--- src/rtl/core/gda_pkg.sv ---
// ============================================================================
// Gregorian date adder package
// Shared types, codes, calendar helpers and the sequencer's control program.
// ============================================================================
package gda_pkg;

  localparam int unsigned DayW   = 6;
  localparam int unsigned MonW   = 4;
  localparam int unsigned YearW  = 12;
  localparam int unsigned AmtW   = 16;
  // Working width: holds a start year plus the largest amount.
  localparam int unsigned WorkW  = 17;
  localparam int unsigned PcW    = 4;

  localparam logic [YearW-1:0] MinYearReset = 12'd1900;
  localparam logic [YearW-1:0] MaxYearReset = 12'd2100;
  localparam logic [YearW-1:0] YearSat      = 12'd4095;
  localparam logic [WorkW-1:0] Era          = 17'd400;

  // Reciprocal of 12 scaled by 2^19, exact for every month offset that occurs.
  localparam logic [AmtW-1:0]  Recip12      = 16'd43691;
  localparam int unsigned      Recip12Shift = 19;
  localparam int unsigned      QuotW        = 13;

  typedef enum logic [1:0] {
    OPR_DAYS     = 2'd0,
    OPR_MONTHS   = 2'd1,
    OPR_YEARS    = 2'd2,
    OPR_VALIDATE = 2'd3
  } opr_e;

  typedef enum logic [1:0] {
    ST_OK        = 2'd0,
    ST_BAD_DAY   = 2'd1,
    ST_BAD_MONTH = 2'd2,
    ST_BAD_YEAR  = 2'd3
  } status_e;

  typedef enum logic {
    REG_MIN_YEAR = 1'b0,
    REG_MAX_YEAR = 1'b1
  } reg_e;

  // Datapath micro-operations.
  typedef enum logic [3:0] {
    U_NOP,
    U_RED,
    U_CHK0,
    U_ADD_DAYS,
    U_DSTEP,
    U_MUL,
    U_MDIV,
    U_CLAMP,
    U_ADD_YRS,
    U_CHKEND,
    U_EMIT
  } uop_e;

  // Jump conditions.
  typedef enum logic [3:0] {
    C_NEVER,
    C_ALWAYS,
    C_R_GE_ERA,
    C_BAD,
    C_D_GT_MLEN,
    C_OUT_BUSY,
    C_OP_DAYS,
    C_OP_MONTHS,
    C_OP_YEARS
  } cond_e;

  typedef struct packed {
    uop_e           uop;
    cond_e          cond;
    logic [PcW-1:0] target;
    logic           last;
  } ctrl_t;

  typedef struct packed {
    logic r_ge_era;
    logic bad;
    logic d_gt_mlen;
    logic out_busy;
    logic op_days;
    logic op_months;
    logic op_years;
  } flags_t;

  // Program step addresses.
  localparam logic [PcW-1:0] PcStart  = 4'd0;
  localparam logic [PcW-1:0] PcDays   = 4'd6;
  localparam logic [PcW-1:0] PcDstep  = 4'd7;
  localparam logic [PcW-1:0] PcMonths = 4'd9;
  localparam logic [PcW-1:0] PcRed    = 4'd11;
  localparam logic [PcW-1:0] PcYears  = 4'd13;
  localparam logic [PcW-1:0] PcChkEnd = 4'd14;
  localparam logic [PcW-1:0] PcEmit   = 4'd15;

  // Control store: one word per step.
  function automatic ctrl_t ucode(input logic [PcW-1:0] pc);
    ctrl_t w;
    w = '{uop: U_NOP, cond: C_ALWAYS, target: PcChkEnd, last: 1'b0};
    case (pc)
      4'd0:  w = '{uop: U_RED,      cond: C_R_GE_ERA,  target: PcStart,  last: 1'b0};
      4'd1:  w = '{uop: U_CHK0,     cond: C_BAD,       target: PcEmit,   last: 1'b0};
      4'd2:  w = '{uop: U_NOP,      cond: C_OP_DAYS,   target: PcDays,   last: 1'b0};
      4'd3:  w = '{uop: U_NOP,      cond: C_OP_MONTHS, target: PcMonths, last: 1'b0};
      4'd4:  w = '{uop: U_NOP,      cond: C_OP_YEARS,  target: PcYears,  last: 1'b0};
      4'd5:  w = '{uop: U_NOP,      cond: C_ALWAYS,    target: PcChkEnd, last: 1'b0};
      4'd6:  w = '{uop: U_ADD_DAYS, cond: C_NEVER,     target: PcStart,  last: 1'b0};
      4'd7:  w = '{uop: U_DSTEP,    cond: C_D_GT_MLEN, target: PcDstep,  last: 1'b0};
      4'd8:  w = '{uop: U_NOP,      cond: C_ALWAYS,    target: PcChkEnd, last: 1'b0};
      4'd9:  w = '{uop: U_MUL,      cond: C_NEVER,     target: PcStart,  last: 1'b0};
      4'd10: w = '{uop: U_MDIV,     cond: C_NEVER,     target: PcStart,  last: 1'b0};
      4'd11: w = '{uop: U_RED,      cond: C_R_GE_ERA,  target: PcRed,    last: 1'b0};
      4'd12: w = '{uop: U_CLAMP,    cond: C_ALWAYS,    target: PcChkEnd, last: 1'b0};
      4'd13: w = '{uop: U_ADD_YRS,  cond: C_ALWAYS,    target: PcRed,    last: 1'b0};
      4'd14: w = '{uop: U_CHKEND,   cond: C_NEVER,     target: PcStart,  last: 1'b0};
      4'd15: w = '{uop: U_EMIT,     cond: C_OUT_BUSY,  target: PcEmit,   last: 1'b1};
      default: w = '{uop: U_NOP,    cond: C_ALWAYS,    target: PcChkEnd, last: 1'b0};
    endcase
    return w;
  endfunction

  // Leap year from the year reduced modulo 400.
  function automatic logic is_leap(input logic [WorkW-1:0] r);
    return (r[1:0] == 2'b00) && (r != 17'd100) && (r != 17'd200) && (r != 17'd300);
  endfunction

  function automatic logic [4:0] month_len(input logic [MonW-1:0] m, input logic leap);
    logic [4:0] len;
    case (m)
      4'd4, 4'd6, 4'd9, 4'd11: len = 5'd30;
      4'd2:                    len = leap ? 5'd29 : 5'd28;
      default:                 len = 5'd31;
    endcase
    return len;
  endfunction

  // Year window first, then month, then day.
  function automatic status_e check_date(input logic [WorkW-1:0] d,
                                         input logic [MonW-1:0]  m,
                                         input logic [WorkW-1:0] y,
                                         input logic [4:0]       mlen,
                                         input logic [YearW-1:0] min_y,
                                         input logic [YearW-1:0] max_y);
    status_e st;
    if ((y < {{(WorkW-YearW){1'b0}}, min_y}) || (y > {{(WorkW-YearW){1'b0}}, max_y})) begin
      st = ST_BAD_YEAR;
    end else if ((m < 4'd1) || (m > 4'd12)) begin
      st = ST_BAD_MONTH;
    end else if ((d < 17'd1) || (d > {{(WorkW-5){1'b0}}, mlen})) begin
      st = ST_BAD_DAY;
    end else begin
      st = ST_OK;
    end
    return st;
  endfunction

endpackage

--- src/rtl/core/gda_sequencer.sv ---
// ============================================================================
// Gregorian date adder sequencer
// Step counter over the control store, with conditional jumps on datapath flags.
// ============================================================================
module gda_sequencer (
  input  logic              clk_i,
  input  logic              rst_ni,
  input  logic              start_i,
  input  gda_pkg::flags_t   flags_i,
  output gda_pkg::ctrl_t    ctrl_o,
  output logic              busy_o
);

  logic [gda_pkg::PcW-1:0] pc_q, pc_d;
  logic                    busy_q, busy_d;
  logic                    jump;

  assign ctrl_o = gda_pkg::ucode(pc_q);
  assign busy_o = busy_q;

  // Evaluate the jump condition of the current step.
  always_comb begin
    case (ctrl_o.cond)
      gda_pkg::C_NEVER:     jump = 1'b0;
      gda_pkg::C_ALWAYS:    jump = 1'b1;
      gda_pkg::C_R_GE_ERA:  jump = flags_i.r_ge_era;
      gda_pkg::C_BAD:       jump = flags_i.bad;
      gda_pkg::C_D_GT_MLEN: jump = flags_i.d_gt_mlen;
      gda_pkg::C_OUT_BUSY:  jump = flags_i.out_busy;
      gda_pkg::C_OP_DAYS:   jump = flags_i.op_days;
      gda_pkg::C_OP_MONTHS: jump = flags_i.op_months;
      gda_pkg::C_OP_YEARS:  jump = flags_i.op_years;
      default:              jump = 1'b0;
    endcase
  end

  // Next step and busy flag.
  always_comb begin
    pc_d   = pc_q;
    busy_d = busy_q;
    if (start_i) begin
      pc_d   = gda_pkg::PcStart;
      busy_d = 1'b1;
    end else if (busy_q) begin
      if (jump) begin
        pc_d = ctrl_o.target;
      end else if (ctrl_o.last) begin
        pc_d   = gda_pkg::PcStart;
        busy_d = 1'b0;
      end else begin
        pc_d = pc_q + 1'b1;
      end
    end
  end

  always_ff @(posedge clk_i or negedge rst_ni) begin
    if (!rst_ni) begin
      pc_q   <= gda_pkg::PcStart;
      busy_q <= 1'b0;
    end else begin
      pc_q   <= pc_d;
      busy_q <= busy_d;
    end
  end

endmodule

--- src/rtl/core/gregorian_date_adder.sv ---
// ============================================================================
// Gregorian date adder
// Adds days, months or years to a date, or validates it, with year-window checks.
// ============================================================================
// One transaction is taken at a time; in_stall_o stays high while it is in
// work. The start year is first reduced modulo 400 for the leap rule, by
// repeated subtraction, and the start date is checked; an invalid start date
// goes straight to the output step. Adding days then steps through each month
// boundary crossed; adding months or years reduces the result year modulo 400
// again and clamps the day to the month length. Every valid transaction ends
// with a check of the result date.
// The result sits in an output register, and a new transaction may be taken
// while it waits, but the next result is held until that register is free.
module gregorian_date_adder (
  input  logic        clk_i,
  input  logic        rst_ni,
  // Configuration
  input  logic        cfg_we_i,
  input  logic        cfg_idx_i,
  input  logic [11:0] cfg_data_i,
  // Input channel
  input  logic        in_valid_i,
  output logic        in_stall_o,
  input  logic [1:0]  operation_i,
  input  logic [5:0]  start_day_i,
  input  logic [3:0]  start_month_i,
  input  logic [11:0] start_year_i,
  input  logic [15:0] amount_i,
  // Output channel
  output logic        out_valid_o,
  input  logic        out_stall_i,
  output logic [4:0]  result_day_o,
  output logic [3:0]  result_month_o,
  output logic [11:0] result_year_o,
  output logic [1:0]  status_o
);

  localparam int unsigned WorkW = gda_pkg::WorkW;
  localparam int unsigned YearW = gda_pkg::YearW;
  localparam int unsigned MonW  = gda_pkg::MonW;

  logic [YearW-1:0]      min_year_q, max_year_q;
  gda_pkg::opr_e         opr_q, opr_d;
  logic [WorkW-1:0]      d_q, d_d;
  logic [MonW-1:0]       m_q, m_d;
  logic [WorkW-1:0]      y_q, y_d;
  logic [WorkW-1:0]      r_q, r_d;
  logic [WorkW-1:0]      t_q, t_d;
  logic [gda_pkg::QuotW-1:0] q_q, q_d;
  gda_pkg::status_e      st_q, st_d;
  logic [15:0]           amt_q, amt_d;

  logic                  out_valid_q, out_valid_d;
  logic [4:0]            out_day_q, out_day_d;
  logic [MonW-1:0]       out_mon_q, out_mon_d;
  logic [YearW-1:0]      out_year_q, out_year_d;
  gda_pkg::status_e      out_st_q, out_st_d;

  gda_pkg::ctrl_t        ctrl;
  gda_pkg::flags_t       flags;
  logic                  busy;
  logic                  start;
  logic                  out_busy;
  logic                  emit_fire;
  logic [4:0]            mlen;
  gda_pkg::status_e      chk;
  logic [WorkW-1:0]      t_sum;
  logic [31:0]           prod;
  logic [WorkW-1:0]      rem12;
  logic [WorkW-1:0]      y_sum;

  assign start      = in_valid_i && !in_stall_o;
  assign in_stall_o = busy;
  assign out_busy   = out_valid_q && out_stall_i;
  assign emit_fire  = busy && (ctrl.uop == gda_pkg::U_EMIT) && !out_busy;

  // Calendar view of the working date.
  assign mlen = gda_pkg::month_len(m_q, gda_pkg::is_leap(r_q));
  assign chk  = gda_pkg::check_date(d_q, m_q, y_q, mlen, min_year_q, max_year_q);

  // Month arithmetic: offset, quotient by reciprocal, remainder from quotient.
  assign t_sum = {{(WorkW-MonW){1'b0}}, m_q} - 17'd1 + {1'b0, amt_q};
  assign prod  = t_sum[15:0] * gda_pkg::Recip12 + (t_sum[16] ? {gda_pkg::Recip12, 16'd0} : 32'd0);
  assign rem12 = t_q - ({{(WorkW-gda_pkg::QuotW-3){1'b0}}, q_q, 3'b000}
                      + {{(WorkW-gda_pkg::QuotW-2){1'b0}}, q_q, 2'b00});
  assign y_sum = (ctrl.uop == gda_pkg::U_MDIV)
               ? y_q + {{(WorkW-gda_pkg::QuotW){1'b0}}, q_q}
               : y_q + {1'b0, amt_q};

  // Flags for the sequencer.
  always_comb begin
    flags.r_ge_era  = r_q >= gda_pkg::Era;
    flags.bad       = chk != gda_pkg::ST_OK;
    flags.d_gt_mlen = d_q > {{(WorkW-5){1'b0}}, mlen};
    flags.out_busy  = out_busy;
    flags.op_days   = opr_q == gda_pkg::OPR_DAYS;
    flags.op_months = opr_q == gda_pkg::OPR_MONTHS;
    flags.op_years  = opr_q == gda_pkg::OPR_YEARS;
  end

  gda_sequencer u_seq (
    .clk_i   (clk_i),
    .rst_ni  (rst_ni),
    .start_i (start),
    .flags_i (flags),
    .ctrl_o  (ctrl),
    .busy_o  (busy)
  );

  // Configuration registers.
  always_ff @(posedge clk_i or negedge rst_ni) begin
    if (!rst_ni) begin
      min_year_q <= gda_pkg::MinYearReset;
      max_year_q <= gda_pkg::MaxYearReset;
    end else if (cfg_we_i) begin
      case (gda_pkg::reg_e'(cfg_idx_i))
        gda_pkg::REG_MIN_YEAR: min_year_q <= cfg_data_i;
        gda_pkg::REG_MAX_YEAR: max_year_q <= cfg_data_i;
        default: ;
      endcase
    end
  end

  // Datapath: one micro-operation per step.
  always_comb begin
    opr_d = opr_q;
    d_d   = d_q;
    m_d   = m_q;
    y_d   = y_q;
    r_d   = r_q;
    t_d   = t_q;
    q_d   = q_q;
    st_d  = st_q;
    amt_d = amt_q;
    if (start) begin
      opr_d = gda_pkg::opr_e'(operation_i);
      d_d   = {{(WorkW-6){1'b0}}, start_day_i};
      m_d   = start_month_i;
      y_d   = {{(WorkW-YearW){1'b0}}, start_year_i};
      r_d   = {{(WorkW-YearW){1'b0}}, start_year_i};
      amt_d = amount_i;
    end else if (busy) begin
      case (ctrl.uop)
        gda_pkg::U_RED: begin
          if (flags.r_ge_era) begin
            r_d = r_q - gda_pkg::Era;
          end
        end
        gda_pkg::U_CHK0: begin
          st_d = chk;
          if (flags.bad) begin
            d_d = '0;
            m_d = '0;
            y_d = '0;
          end
        end
        gda_pkg::U_ADD_DAYS: begin
          d_d = d_q + {1'b0, amt_q};
        end
        gda_pkg::U_DSTEP: begin
          if (flags.d_gt_mlen) begin
            d_d = d_q - {{(WorkW-5){1'b0}}, mlen};
            if (m_q == 4'd12) begin
              m_d = 4'd1;
              y_d = y_q + 17'd1;
              r_d = (r_q == gda_pkg::Era - 17'd1) ? '0 : r_q + 17'd1;
            end else begin
              m_d = m_q + 4'd1;
            end
          end
        end
        gda_pkg::U_MUL: begin
          t_d = t_sum;
          q_d = prod[31:gda_pkg::Recip12Shift];
        end
        gda_pkg::U_MDIV: begin
          y_d = y_sum;
          r_d = y_sum;
          m_d = rem12[MonW-1:0] + 4'd1;
        end
        gda_pkg::U_ADD_YRS: begin
          y_d = y_sum;
          r_d = y_sum;
        end
        gda_pkg::U_CLAMP: begin
          if (flags.d_gt_mlen) begin
            d_d = {{(WorkW-5){1'b0}}, mlen};
          end
        end
        gda_pkg::U_CHKEND: begin
          st_d = chk;
        end
        default: ;
      endcase
    end
  end

  always_ff @(posedge clk_i) begin
    opr_q <= opr_d;
    d_q   <= d_d;
    m_q   <= m_d;
    y_q   <= y_d;
    r_q   <= r_d;
    t_q   <= t_d;
    q_q   <= q_d;
    st_q  <= st_d;
    amt_q <= amt_d;
  end

  // Output register: loaded by the final step, cleared when its transaction is taken.
  always_comb begin
    out_valid_d = out_valid_q && out_stall_i;
    out_day_d   = out_day_q;
    out_mon_d   = out_mon_q;
    out_year_d  = out_year_q;
    out_st_d    = out_st_q;
    if (emit_fire) begin
      out_valid_d = 1'b1;
      out_day_d   = d_q[4:0];
      out_mon_d   = m_q;
      out_year_d  = (y_q > {{(WorkW-YearW){1'b0}}, gda_pkg::YearSat})
                  ? gda_pkg::YearSat : y_q[YearW-1:0];
      out_st_d    = st_q;
    end
  end

  always_ff @(posedge clk_i or negedge rst_ni) begin
    if (!rst_ni) begin
      out_valid_q <= 1'b0;
    end else begin
      out_valid_q <= out_valid_d;
    end
  end

  always_ff @(posedge clk_i) begin
    out_day_q  <= out_day_d;
    out_mon_q  <= out_mon_d;
    out_year_q <= out_year_d;
    out_st_q   <= out_st_d;
  end

  assign out_valid_o    = out_valid_q;
  assign result_day_o   = out_day_q;
  assign result_month_o = out_mon_q;
  assign result_year_o  = out_year_q;
  assign status_o       = out_st_q;

  // A taken transaction starts work on the next cycle.
  a_start_busy: assert property (@(posedge clk_i) disable iff (!rst_ni)
    start |=> busy)
    else $error("sequencer not busy after an input transaction");

  // The final step frees the block and presents a result.
  a_emit_done: assert property (@(posedge clk_i) disable iff (!rst_ni)
    emit_fire |=> (!busy && out_valid_o))
    else $error("final step did not free the block or load the output");

  // The leap rule needs a fully reduced year wherever the month length is used.
  a_reduced: assert property (@(posedge clk_i) disable iff (!rst_ni)
    (busy && (ctrl.uop == gda_pkg::U_CHK0 || ctrl.uop == gda_pkg::U_DSTEP
              || ctrl.uop == gda_pkg::U_CLAMP || ctrl.uop == gda_pkg::U_CHKEND))
    |-> (r_q < gda_pkg::Era))
    else $error("year residue not reduced when month length is used");

  // A good result always has a real month and day.
  a_good_result: assert property (@(posedge clk_i) disable iff (!rst_ni)
    (out_valid_o && status_o == gda_pkg::ST_OK)
    |-> (result_month_o >= 4'd1 && result_month_o <= 4'd12 && result_day_o != 5'd0))
    else $error("result with good status has an impossible month or day");

endmodule

--- config.mk ---
export PLATFORM = sky130hd
export DESIGN_NAME = gregorian_date_adder
export DESIGN_NICKNAME = d
export VERILOG_FILES = /design/src/rtl/core/gda_pkg.sv /design/src/rtl/core/gda_sequencer.sv /design/src/rtl/core/gregorian_date_adder.sv
export SDC_FILE = /design/constraint.sdc
export NUM_CORES = 1
export LEC_CHECK = 0
export ABC_AREA = 1
export BUFFER_PORTS_ARGS = -buffer_cell sky130_fd_sc_hd__buf_4
export CORE_ASPECT_RATIO = 1.5
export CORE_MARGIN = 1.5
export CORE_UTILIZATION = 58
export CTS_CLUSTER_DIAMETER = 100
export DETAILED_ROUTE_END_ITERATION = 8
export PLACE_DENSITY_LB_ADDON = 0.2
export RECOVER_POWER = 100
export SYNTH_ARGS = -nofsm -noshare
export SYNTH_HDL_FRONTEND = slang
export SYNTH_HIERARCHICAL = 1
export SYNTH_SLANG_ARGS = --single-unit
--- constraint.sdc ---
create_clock -name clk_i -period 6.3 [get_ports clk_i]
set_input_delay 0.945 -clock clk_i [delete_from_list [all_inputs] [get_ports clk_i]]
set_output_delay 0.945 -clock clk_i [all_outputs]
set_load 0.01 [all_outputs]
# == Word-level counts from Yosys, hierarchy flattened ==
# Memory sizes are Yosys's and may differ from the RTL's.
# Index checks and enable logic that the tools add are counted.
# totals
mem_bits_ro,208
mem_count,1
inputBits,58
out_inout_bits,25
ff_bits,145
# classes
addsub,15
order_cmp,8
eq_ne,40
mux,41
mul,1
reduce_logical,37
n_bitwise,2
# mem_list
name,depth,word_bits,rd,rd_clocked_by_memory_dff,wr,line,rtl
(no name shown),16,13,1,0,0,gda_pkg.sv:103,case (pc)
# op_table
op,count
$mux 17,10
$pmux 17 s3,2
$pmux 17 s4,1
$add 17x16->17,3
$mux 12,4
$eq 4x3->1 const B,10
$mux 4,9
$add 17x1->17 const B,2
$add 32x32->32,1
$mul 16x16->32 const B,1
$mux 32,1
$reduce_and 5->1,6
$eq 4x4->1 const B,7
$eq 4x2->1 const B,5
$add 17x13->17,1
$eq 17x9->1 const B,1
$ge 17x9->1 const B,1
$gt 17x12->1,1
$gt 17x12->1 const B,1
$gt 17x5->1,1
$lt 17x1->1 const B,1
$lt 17x12->1,1
$ne 17x7->1 const B,1
$ne 17x8->1 const B,1
other kinds (36),72

# == Depth between registers and ports, before layout ==
# Gate-level depths: netlist of the first run.
# logic_depth
ltp_word,16
ltp_mapped,39
mapped_depth_nobuf,38

# == Cells and area by module ==
# The synthesis of the first run kept the hierarchy.
# by_module_without_submodules
mod,n_inst,cells_per_inst,seq_area_each_um2,area_per_inst_um2
gregorian_date_adder,1,2157,3882.5,16208.0
gda_sequencer,1,128,125.1,828.3

# == Worst setup path after synthesis of the first run ==
# OpenSTA, ideal clock, no wires.
# synth_path
path_kind,register -> register
startpoint,register m_q[0]
endpoint,register q_q[6] in the netlist's numbering (data pin)
t_arrival_ns,6.514
stages_incl_launch_ff,32
setup_slack_ns,-0.479
cell_sequence,edfxtp_1 -> inv_1 -> ha_1 -> nand2_1 -> inv_1 -> ha_1 -> a21o_1 -> a21oi_2 -> o21ai_2 -> a21oi_2 -> xor2_2 -> inv_1 -> ha_1 -> ha_1 -> inv_1 -> fa_1 -> inv_1 -> fa_1 -> fa_1 -> inv_1 -> fa_1 -> inv_1 -> ha_1 -> nand2_1 -> inv_1 -> a21oi_1 -> o21ai_0 -> nand2_1 -> nand2_1 -> a21oi_1 -> o21ai_0 -> xor2_1
# synth_between
elab_chain_len,4
# synth_lines
item,line,rtl
from (decl),gregorian_date_adder.sv:45,"logic [MonW-1:0] m_q, m_d;"
from (signal assigned),gregorian_date_adder.sv:201,m_q <= m_d;
$sub 4x1->5 *,gregorian_date_adder.sv:82,"assign t_sum = {{(WorkW-MonW){1'b0}}, m_q} - 17'd1 + {1'b0, amt_q};"
$add 17x16->17 *,gregorian_date_adder.sv:82,
$mul 16x16->32 or $mux 32 (tied branches),gregorian_date_adder.sv:83,"assign prod = t_sum[15:0] * gda_pkg::Recip12 + (t_sum[16] ? {gda_pkg::Recip12, 16'd0} : 32'd0);"
$add 32x32->32 *,gregorian_date_adder.sv:83,
named net prod[25],gregorian_date_adder.sv:68,logic [31:0] prod;
to (signal assigned),gregorian_date_adder.sv:205,q_q <= q_d;
to (decl),gregorian_date_adder.sv:49,"logic [gda_pkg::QuotW-1:0] q_q, q_d;"
# The timed path passes the listed nets; every way through them passes the cells marked *.
# A chain may end at the register's enable or synchronous reset.

# == Worst setup path after layout of the first run ==
# layout_path
startpoint,register m_q[1]
endpoint,register q_q[10] in the netlist's numbering (data pin)
# Same word-level chain as after synthesis.

==> parameters.txt, run 1 <==
Parameter                              Value

Critical path
  Worst stage delay on the critical path ... 0.59 ns
  Most common cell type on the critical path ... sky130_fd_sc_hd__inv_2
  Startpoint-to-endpoint class of the critical path ... reg2reg
  Required time reported for the critical path endpoint ... 6.50 ns
  Critical path's slowest cell ... sky130_fd_sc_hd__fa_2
  Kind of start point of the critical path ... flip-flop
  Nature of the critical path endpoint ... flip-flop
  Arrival time at the worst endpoint ... 6.88 ns
  Highest net fanout along the worst path ... 4

Floorplanning
  Die W ... 143 µm
  Initial cell density of the core ... 59.1%
  Total core area ... 0.0288 mm²
  Total Die Area ... 0.0304 mm²
  Number of cell rows ... 76
  Overall die height ... 213 µm
  Number of I/O pins ... 83

Cells and area
  Final design utilization ... 74.0%
  Most common cell after layout, fill and taps aside ... sky130_fd_sc_hd__nand2_1
  Ratio of cells with drive above 1 in the final layout ... 23.8%
  Layout Area Growth over Synthesis ... 25.2%
  Area of combinational cells with multiple inputs ... 0.0123 mm²
  Layout net count ... 2930
  Final design area excluding fillers ... 0.0213 mm²
  Sequential cell area in the final layout ... 0.00401 mm²
  FILL cells ... 2270
  Top library cells by usage in the layout, fill and taps aside ... sky130_fd_sc_hd__nand2_1, sky130_fd_sc_hd__inv_1, sky130_fd_sc_hd__buf_4

STA
  Worst Skew ... 0.00896 ns
  Worst hold margin ... 0.437 ns
  Setup violation total in the final timing report ... 13
  Final max-slew violation count ... 31
  Setup TNS after final layout ... -4.06 ns
  Post-layout min period ... 6.68 ns
  Number of failing hold endpoints at the final stage ... 0
  Crit share post-route ... 106%
  Slew at the pin with the worst max-slew slack ... 1.66 ns
  Final worst setup slack ... -0.378 ns
  Worst slew margin ... -10.6%
  Maximum operating frequency ... 0.150 GHz
  RSZ-0062 raised after global routing ... true

Clock tree
  Number of buffers inserted by hold repair at cts ... 0
  H-tree depth ... 4
  Number of clock sinks ... 145
  CTS root buffer ... sky130_fd_sc_hd__clkbuf_16
  Largest buffer count on any clock path ... 2
  Number of buffers created by CTS ... 17
  Insertion delay to the later sink of the worst-skew pair ... 0.46 ns
  Worst-path clk slew ... 0.07 ns
  TritonCTS clock tree ... yes

Placement
  Placed cell area ... 0.0195 mm²
  HPWL after detailed placement ... 46000 µm
  GP Congestion ... 1.04
  # port buffers ... 82

Run
  Maximum Capacitance Violations ... 1

Global route
  Antenna violations before repair ... 1
  Wire length of the first global-routing pass ... 87500 µm
  Maximum number of pins on one net before global-route repair ... 42
  Via count of the first global-routing pass ... 17100
  Total global routing overflow ... 0
  Overall fraction of global-route tracks in use ... 38.7%

Synth
  Total standard cell area after synthesis ... 0.0170 mm²
  Number of warnings issued by yosys ... 6
  Cell count after synthesis ... 2281
  Synthesized Nets ... 2657
  Average cell area after synthesis ... 7.46 µm²

Status
  Failing checks ... capacitance limit, slew limit, setup timing
  Result of the run ... finished, violations left

Hold path
  Worst Hold Class ... reg2reg

Routing
  Avg Vias per Cell ... 5.65
  First-pass iteration count of the detailed router ... 7
  Post-route ant nets ... 0
  Drt total wl ... 57800 µm
  First-iteration detailed-routing DRC count ... 1088
  Avg WL per Cell ... 19.5 µm
  Final routed DRC violation total ... 0
  Total number of vias ... 16700
==> routing by layer <==
layer | track usage, % | up-vias | wire [µm]
met1 | 34.3 | 7762 | 18100
li1 | - | 7909 | -
met4 | 35.6 | 2 | 6160
met5 | 0 | - | 13
met2 | 72.8 | 703 | 30600
met3 | 7.06 | 323 | 2880
==> sequential cells by signal (all words and copies together) (netlist names), 12 cells and up <==
register	cells
max_year_q	12
y_q	17
amt_q	16
min_year_q	12
q_q	13
d_q	17
result_year_o	12
r_q	17
==> path summary, 6_finish.rpt <==
path / slack [ns] / depth (start not counted) / startpoint / to
min reg2reg: 0.44 / 0 / st_q[0]$_DFFE_PP_ / status_o[0]$_DFFE_PP_
max: -0.38 / 33 / m_q[1]$_DFFE_PP_ / q_q[10]$_DFFE_PP_
min in group asynchronous: 0.90 / 1 / rst_ni / u_seq/pc_q[0]$_DFFE_PN0P_
min: 0.44 / 0 / st_q[0]$_DFFE_PP_ / status_o[0]$_DFFE_PP_
max in group asynchronous: 4.43 / 1 / rst_ni / min_year_q[7]$_DFFE_PN0P_
max reg2reg: -0.38 / 33 / m_q[1]$_DFFE_PP_ / q_q[10]$_DFFE_PP_
==> layout make-up <==
| class | instances | share of cell area (%) |
|---|---|---|
| multi-input combinational | 1657 | 57.9 |
| sequential | 145 | 18.8 |
| timing repair buffer | 288 | 10.2 |
| inverter | 444 | 7.89 |
| tap | 390 | 2.29 |
| clock buffer | 17 | 2.00 |
| clock inverter | 15 | 0.845 |
| timing repair inverter | 1 | 0.0352 |
| antenna | 1 | 0.0117 |
==> worst max-delay path: cells and delay by family, from the launching register on <==
family,cells,cell delay (ns)
adder cells (fa/ha/maj),8,3.10
AO/OA/AOI/OAI,8,1.27
AND/OR/NAND/NOR,7,0.69
buffers and inverters,8,0.60
flip-flops,1,0.42
XOR/XNOR,2,0.33
==> through the flow <==
step / setup slack [ns] / std cells
finish: -0.378 / 2958
global route: -0.561 / 2957
CTS: -0.248 / 2943
detailed placement: -0.640 / 2891
global placement: -0.513 / 2891
floorplan: 0.00488 / 2281
==> repair_timing <==
| action | in CTS | in global routing |
|---|---|---|
| setup buffers | 20 | 14 |
| resized for setup | 131 | 99 |
| cloned | 0 | 1 |
| endpoints found under the setup margin | 13 | 13 |
| pin swaps | 74 | 69 |
Power of run 1 is left out: the tool's default activity adds up to more than one toggle a clock period on the data nets, which glitch-free logic cannot reach.
==> run 2: changes to the inputs <==
CORE_MARGIN = 2   (was 1.5)
CORE_UTILIZATION = 59   (was 58)
clock period = 8.6 ns   (was 6.3 ns; I/O delays follow)
==> parameters.txt, run 2 (synthesis results as in run 1) <==
Parameter                              Value

STA
  Worst slew margin ... -29.8%
  Maximum operating frequency ... 0.128 GHz
  RSZ-0062 raised after global routing ... false
  Slew at the pin with the worst max-slew slack ... 1.94 ns
  Post-layout min period ... 7.79 ns
  Number of failing hold endpoints at the final stage ... 0
  Final max-slew violation count ... 97
  Crit share post-route ... 90.6%
  Setup violation total in the final timing report ... 0
  Final worst setup slack ... 0.808 ns
  Worst Skew ... 0.0156 ns
  Setup TNS after final layout ... 0 ns

Clock tree
  TritonCTS clock tree ... yes
  Largest buffer count on any clock path ... 2
  # Post-CTS Setup Buffers ... 0
  Number of buffers created by CTS ... 17
  Number of clock sinks ... 145
  Worst-path clk slew ... 0.07 ns
  Post-CTS resize count ... 0
  CTS root buffer ... sky130_fd_sc_hd__clkbuf_16
  H-tree depth ... 4
  Insertion delay to the later sink of the worst-skew pair ... 0.46 ns
  Number of buffers inserted by hold repair at cts ... 0

Cells and area
  Most common cell after layout, fill and taps aside ... sky130_fd_sc_hd__nand2_1
  FILL cells ... 2637
  Top library cells by usage in the layout, fill and taps aside ... sky130_fd_sc_hd__nand2_1, sky130_fd_sc_hd__inv_1, sky130_fd_sc_hd__ha_1
  Layout Area Growth over Synthesis ... 7.51%
  Biggest regs ... d_q: 17 flops, r_q: 17 flops, y_q: 17 flops
  Ratio of cells with drive above 1 in the final layout ... 6.68%
  Sequential cell area in the final layout ... 0.00401 mm²
  Post-route non-filler standard cell count ... 2718
  Layout net count ... 2730
  Area of combinational cells with multiple inputs ... 0.0110 mm²
  Antenna Cells ... 0

Critical path
  Required time reported for the critical path endpoint ... 8.81 ns
  Arrival time at the worst endpoint ... 8.00 ns
  Worst stage delay on the critical path ... 0.56 ns
  Critical path's slowest cell ... sky130_fd_sc_hd__fa_1
  Cell family with the largest share of critical-path delay ... adder cells
  Buffer and inverter count on the worst path ... 8
  Most common cell type on the critical path ... sky130_fd_sc_hd__inv_1
  Highest net fanout along the worst path ... 13
  Startpoint-to-endpoint class of the critical path ... reg2reg
  Nature of the critical path endpoint ... flip-flop
  Kind of start point of the critical path ... flip-flop

Floorplanning
  Number of I/O pins ... 83
  Total core area ... 0.0285 mm²
  Total Die Area ... 0.0303 mm²
  Number of cell rows ... 76
  Initial cell density of the core ... 59.7%
  Die W ... 143 µm
  Overall die height ... 212 µm

Global route
  Wire length of the first global-routing pass ... 80900 µm
  Total global routing overflow ... 0
  Via count of the first global-routing pass ... 16000
  Overall fraction of global-route tracks in use ... 35.3%
  Antenna violations before repair ... 0
  Maximum number of pins on one net before global-route repair ... 68

Placement
  GP Congestion ... 1.18
  Cell count after placement ... 2686
  Worst-case setup slack after placement ... 0.908 ns
  HPWL after detailed placement ... 43100 µm
  # port buffers ... 82

Routing
  Total number of vias ... 15700
  Avg Vias per Cell ... 5.76
  First-pass iteration count of the detailed router ... 7
  Final routed DRC violation total ... 0
  Drt total wl ... 51900 µm
  Avg WL per Cell ... 19.1 µm
  First-iteration detailed-routing DRC count ... 1022
  Post-route ant nets ... 0

Hold path
  Worst Hold Class ... reg2reg

Run
  Maximum Capacitance Violations ... 3

Status
  Failing checks ... capacitance limit, slew limit
  Result of the run ... finished, violations left
## run 2: cell count changes in the layout (fill, tap and decap cells not counted), sizes merged
cell      delta
clkinv       +4
clkinvlp     -2
buf        -226
clkbuf      +28
diode        -1
bufinv       -3
inv          -1
## run 2: layout make-up
type	instances	area share, %
well taps	351	2.40
flip-flops and latches	145	21.9
clock inverters	14	0.738
repair buffers	89	2.97
clock buffers	18	2.46
multi-input cells	1657	60.4
inverters	444	9.14
## run 2: worst paths after layout
check / slack [ns] / end / from / cells past startpoint
min: 0.44 / status_o[0]$_DFFE_PP_ / st_q[0]$_DFFE_PP_ / 0
min in group asynchronous: 1.23 / u_seq/pc_q[0]$_DFFE_PN0P_ / rst_ni / 1
max: 0.81 / q_q[10]$_DFFE_PP_ / m_q[0]$_DFFE_PP_ / 30
max in group asynchronous: 6.43 / min_year_q[4]$_DFFE_PN0P_ / rst_ni / 1
min reg2reg: 0.44 / status_o[0]$_DFFE_PP_ / st_q[0]$_DFFE_PP_ / 0
max reg2reg: 0.81 / q_q[10]$_DFFE_PP_ / m_q[0]$_DFFE_PP_ / 30
## run 2: layer usage
metal | GRT usage, % | share of wire (%) | vias up
met5 | 0 | 0 | -
met4 | 29.8 | 10 | 0
met3 | 4.28 | 4.8 | 252
met2 | 65.6 | 52 | 649
met1 | 34.1 | 33 | 7262
li1 | - | - | 7490
## run 2: worst reg2reg max path, delay by kind of cell (launching register included)
kind	cells	cell delay [ns]
compound gates	6	1.37
xor+xnor	2	0.47
fa+ha+maj	9	3.67
buf+inv	8	0.99
flops	1	0.45
simple gates	5	0.62
## run 2: per-stage QoR
step	instance area (µm²)	util (%)	hold slack [ns]
floorplan	17000	-	0.400
global placement	18000	62.9	0.417
detailed placement	18000	62.9	0.421
CTS	18500	65.0	0.437
global route	18300	64.1	0.449
finish	18300	64.1	0.439
Power of run 2 is left out for the same reason.
